### src/hw/rtl/lzpd_pkg.sv
`timescale 1ns / 1ps
`default_nettype none
// ----------------------------------------------------------------------------
// lzpd_pkg
// Shared types and constants of the packet LZ decompressor.
// ----------------------------------------------------------------------------
package lzpd_pkg;

    localparam int unsigned LANES      = 8;
    localparam int unsigned TOTAL_W    = 22;
    localparam int unsigned LEN_W      = 9;
    localparam int unsigned DIST_W     = 11;
    localparam logic [TOTAL_W-1:0] MAX_PIXELS = 22'd4000000;

    localparam logic [2:0] PH_CTRL       = 3'd0;
    localparam logic [2:0] PH_LEAD       = 3'd1;
    localparam logic [2:0] PH_LONG_DIST  = 3'd2;
    localparam logic [2:0] PH_LONG_LEN   = 3'd3;
    localparam logic [2:0] PH_SHORT_DIST = 3'd4;
    localparam logic [2:0] PH_RUN_LEN    = 3'd5;

    typedef struct packed {
        logic clr_step;
        logic take_byte;
        logic pix_read;
        logic pix_write;
        logic emit_mid;
        logic emit_last;
        logic image_reset;
    } cmd_t;

    typedef struct packed {
        logic clr_done;
        logic burst_left;
        logic buf_full;
        logic buf_nonempty;
        logic end_flag;
        logic out_free;
    } sts_t;

endpackage
`default_nettype wire

### src/hw/rtl/lzpd_ctrl.sv
`timescale 1ns / 1ps
`default_nettype none
// ----------------------------------------------------------------------------
// lzpd_ctrl
// Sequencer: history clear, byte intake, per-pixel read/write, result emit.
// ----------------------------------------------------------------------------
module lzpd_ctrl
    import lzpd_pkg::*;
(
    input  wire logic aclk,
    input  wire logic aresetn,
    input  wire logic s_valid,
    output logic      s_ready,
    input  sts_t      sts,
    output cmd_t      cmd
);

    localparam logic [1:0] S_CLEAR = 2'd0;
    localparam logic [1:0] S_IDLE  = 2'd1;
    localparam logic [1:0] S_CHECK = 2'd2;
    localparam logic [1:0] S_WRITE = 2'd3;

    logic [1:0] state_reg, state_next;

    assign s_ready = (state_reg == S_IDLE);

    always_comb begin
        state_next = state_reg;
        cmd        = '0;
        unique case (state_reg)
            S_CLEAR: begin
                cmd.clr_step = 1'b1;
                if (sts.clr_done) begin
                    state_next = S_IDLE;
                end
            end
            S_IDLE: begin
                if (s_valid) begin
                    cmd.take_byte = 1'b1;
                    state_next    = S_CHECK;
                end
            end
            S_CHECK: begin
                priority if (sts.burst_left) begin
                    if (!sts.buf_full) begin
                        cmd.pix_read = 1'b1;
                        state_next   = S_WRITE;
                    end else if (sts.out_free) begin
                        cmd.emit_mid = 1'b1;
                    end
                end else if (sts.buf_nonempty || sts.end_flag) begin
                    if (sts.out_free) begin
                        cmd.emit_last   = 1'b1;
                        cmd.image_reset = sts.end_flag;
                        state_next      = sts.end_flag ? S_CLEAR : S_IDLE;
                    end
                end else begin
                    state_next = S_IDLE;
                end
            end
            S_WRITE: begin
                cmd.pix_write = 1'b1;
                state_next    = S_CHECK;
            end
            default: state_next = S_CLEAR;
        endcase
    end

    always_ff @(posedge aclk) begin
        if (!aresetn) begin
            state_reg <= S_CLEAR;
        end else begin
            state_reg <= state_next;
        end
    end

endmodule
`default_nettype wire

### config.mk
export PLATFORM = sky130hd
export DESIGN_NAME = lzpd_ctrl
export DESIGN_NICKNAME = d
export VERILOG_FILES = /design/src/hw/rtl/lzpd_pkg.sv /design/src/hw/rtl/lzpd_ctrl.sv
export SDC_FILE = /design/constraint.sdc
export NUM_CORES = 1
export LEC_CHECK = 0
export BUFFER_PORTS_ARGS = -buffer_cell sky130_fd_sc_hd__buf_4
export CAP_MARGIN = 15
export CORE_AREA = 3 3 40 42
export CTS_CLUSTER_DIAMETER = 30
export DETAILED_ROUTE_END_ITERATION = 16
export DIE_AREA = 0 0 43 45
export PLACE_DENSITY = 0.38
export SLEW_MARGIN = 20
export SYNTH_ARGS = -nofsm -noshare
export SYNTH_HDL_FRONTEND = slang
export SYNTH_SLANG_ARGS = --single-unit
### constraint.sdc
create_clock -name aclk -period 2.5 [get_ports aclk]
set_input_delay 0.75 -clock aclk [delete_from_list [all_inputs] [get_ports aclk]]
set_output_delay 0.75 -clock aclk [all_outputs]
set_load 0.05 [all_outputs]
## Word level (Yosys, flattened, before mapping)

Cells that the tools add are included.

| operators by class | value |
|---|---|
| reduce and logical (&&, ||, !) cells | 3 |
| multiplexer cells | 22 |
| equality and inequality tests | 7 |

Operator list:

| kind | number |
|---|---|
| $mux W2 | 9 |
| $mux W1 | 11 |
| $pmux W2 S4 | 1 |
| $eq A2 B2 Y1 const B | 2 |
| $ne A2 B2 Y1 const B | 2 |
| $ne A4 B4 Y1 const B | 1 |
| $reduce_and A4 Y1 | 1 |
| $mux W3 | 1 |
| $ne A3 B3 Y1 const B | 1 |
| $eq A2 B1 Y1 const B | 1 |
| $logic_not A2 Y1 | 1 |
| $logic_or A1 B1 Y1 | 1 |

| storage, ports and cells | value |
|---|---|
| output and inout bits | 8 |
| word-level logic and storage cells | 33 |
| flip-flop bits (word level) | 2 |
| bits of input ports | 9 |

## Logic depth before layout (Yosys ltp)

| depth | value |
|---|---|
| depth after elaboration | 5 |
| gate-level depth with buffers | 3 |
| gate-level depth less buffers | 3 |

## Worst setup path before layout

No wires, ideal clock.

| timing path | value |
|---|---|
| path type | input-to-output |
| start point | input sts[0] in the netlist's numbering |
| end point | output cmd[0] in the netlist's numbering |
| arrival | 1.486 ns |
| path slack | 0.264 ns |
| data required time | 1.750 ns |
| cell stages on the path | 2 |
| path buffers | 0 |
| path through | nand2_2 nor3b_2 |

RTL lines:

| what | RTL line | RTL |
|---|---|---|
| start, declared | lzpd_ctrl.sv:14 | `input sts_t sts,` |
| end, declared | lzpd_ctrl.sv:15 | `output cmd_t cmd` |

==> run summary <==
setup TNS: 0 ns
CTS tree: done
vias per inst: 4.20
grt ovf: 0
pwr dens: 468 nW/µm²
Worst EP arrival: 1.38 ns
I/O pins: 17
Tot GR Track Use: 7.06%
RSZ-0062 raised after global routing: false
die width: 43 µm
post-synth top area cell: dfxtp_1
layout cells sized above 1: 56.5%
Final nets: 57
Synth Area per Inst: 7.51 µm²
Lkg Pwr: 0.173 nW
Post-Syn Area: 203 µm²
# diodes: 0
DPL Wire Length: 490 µm
Die ar.: 1940 µm²
Post-CTS Setup Repair Bufs: 0
Rel. slew slack: 80.8%
Rows: 13
Finished Core Util: 28.3%
clock latency on the worst-skew pair: 0.22 ns
Peak VDD IR: 0.126 mV
port bufs: 16
Hold Path Stages: 2
ys flop type: dfxtp_1
Reg2Reg Depth: 3
DR pass1 iterations: 2
Iteration-0 DRC Markers: 1
Area contributors post-synth: dfxtp_1 20%, nor2_1 9.3%, nand2b_1 6.2%
Netlist cell types: 19
worst hold slack: 0.655 ns
Largest register FFs: 2
synth cell count leaders: 5 x nor2_1, 2 x a21oi_1, 2 x dfxtp_1, 2 x nand2b_1, 2 x o21ai_0
Min Clock Period, post-route: 2.13 ns
# hold bufs at CTS: 0
class of the worst hold path: register to register
RR Endpoint: state_reg[0]$_SDFFE_PN0P_
Root Driver: clkbuf_4
DRC: 0
CTS Buf Count: 3
P&R area growth vs syn: 79.6%
Crit Path Max Fanout: 7
Final Skew: 0.00315 ns
GPL Wtd Cong: 0.674
period utilisation layout: 85.1%
Setup crit start kind: register
core footprint: 1280 µm²
total wire length: 618 µm
most common cell in the netlist: nor2_1
Final Power: 0.170 mW
vias in the first global route: 265
fmax: 470 MHz
Initial Util: 15.8%
CTS H-Tree Depth: 1
Synthesis Warnings: 0
final slew viol count: 0
via count: 256
share of the synthesized area in the top cell type: 19.8%
WHS Endpoint: state_reg[0]$_SDFFE_PN0P_
post-cts sizing count: 0
status: completed
Post-synth EDFFs: 0
area of placed instances: 342 µm²
clk buf depth: 2
Worst setup EP type: output port
Worst-Margin Slew: 0.287 ns
r2r setup slk: 1.53 ns
async set or reset register ratio after synthesis: 0%
max_cap viols: 0
Hold Fails Final Rpt: 0
first-pass GRT wire length: 1.04 mm
initial antenna violation count: 0
Synth Instances: 27
worst reg2reg path startpoint: state_reg[1]$_SDFFE_PN0P_
WP data required: 1.75 ns
register bit count reported by yosys: 2
final instance area: 364 µm²
Seq/Total Area, Yosys: 19.8%
antenna violation net count after detailed routing: 0
clk sinks: 2
Avg WL per Cell: 10.1 µm
Final setup viols: 0
largest net degree at the start of global routing: 10
Clk pin slew, worst setup/hold paths: 0.03 ns
die extent in y: 45 µm
syn nets: 36
type of the worst setup path: register to output port
HP Start: state_reg[1]$_SDFFE_PN0P_
-- how the worst max path moves through the flow --
stage,end,startpoint,slack [ns],cells after the start
2_1_floorplan,cmd[0],sts[0],0.26,2
3_3_place_gp,cmd[1],sts[1],0.45,4
3_5_place_dp,cmd[0],sts[0],0.44,4
4_1_cts,cmd[0],state_reg[1]$_SDFFE_PN0P_,0.35,4
5_1_grt,cmd[0],state_reg[1]$_SDFFE_PN0P_,0.27,4
6_report,cmd[0],state_reg[1]$_SDFFE_PN0P_,0.37,4
-- cell usage in the layout, fill, tap and decap left out --
cell and instances:
buf_4 16, and2_1 1, o21ai_0 2, nor3b_2 1, dfxtp_1 2, nand2_2 1, and3b_1 1, and2b_2 1
nand2_1 1, or2_0 1, nand3b_1 1, nand2b_1 2, nor2_1 5, and3b_2 1, nor3_2 1, nor2b_2 1
clkbuf_4 3, a21oi_1 2, o211ai_1 1, and2_2 1, a21o_1 1
-- layout make-up --
type	instances	area, µm²
repair buffers	16	120
well taps	15	18.8
flip-flops and latches	2	40.0
clock buffers	3	22.5
fillers	150	921
multi-input cells	25	163
-- worst max-delay path, stage by stage, from the launching register on --
cell     delay [ns]
dfxtp_1        0.42
nor2b_2        0.24
nand2_2        0.10
nor3b_2        0.18
buf_4          0.22
-- cell families (layout without fill, tap and decap cells) --
family / count (synthesis) / count (layout) / synth area share [%]
buffers and inverters: 0 / 19 / 0
and+or+nand+nor: 19 / 19 / 63.0
AOI/OAI and AO/OA: 6 / 6 / 17.3
DFF: 2 / 2 / 19.8
-- metrics by stage --
step / instances / setup WS (ns)
floorplan: 27 / 0.264
global placement: 58 / 0.451
detailed placement: 58 / 0.441
CTS: 61 / 0.353
global route: 61 / 0.275
finish: 61 / 0.371
-- layer usage --
layer	global-route usage, %	wire length [µm]	up-vias
met1	7.89	290	109
met4	3.61	0	0
met3	3.19	69	0
met2	11.4	258	16
li1	-	-	131
met5	0	0	-
-- report_power, final --
part	switching (mW)	internal (mW)	total, mW
Combinational	0.0343	0.0254	0.0597
Clock	0.0181	0.0530	0.0710
Sequential	0.00506	0.0347	0.0397
Power figures use the tool's default switching activity.
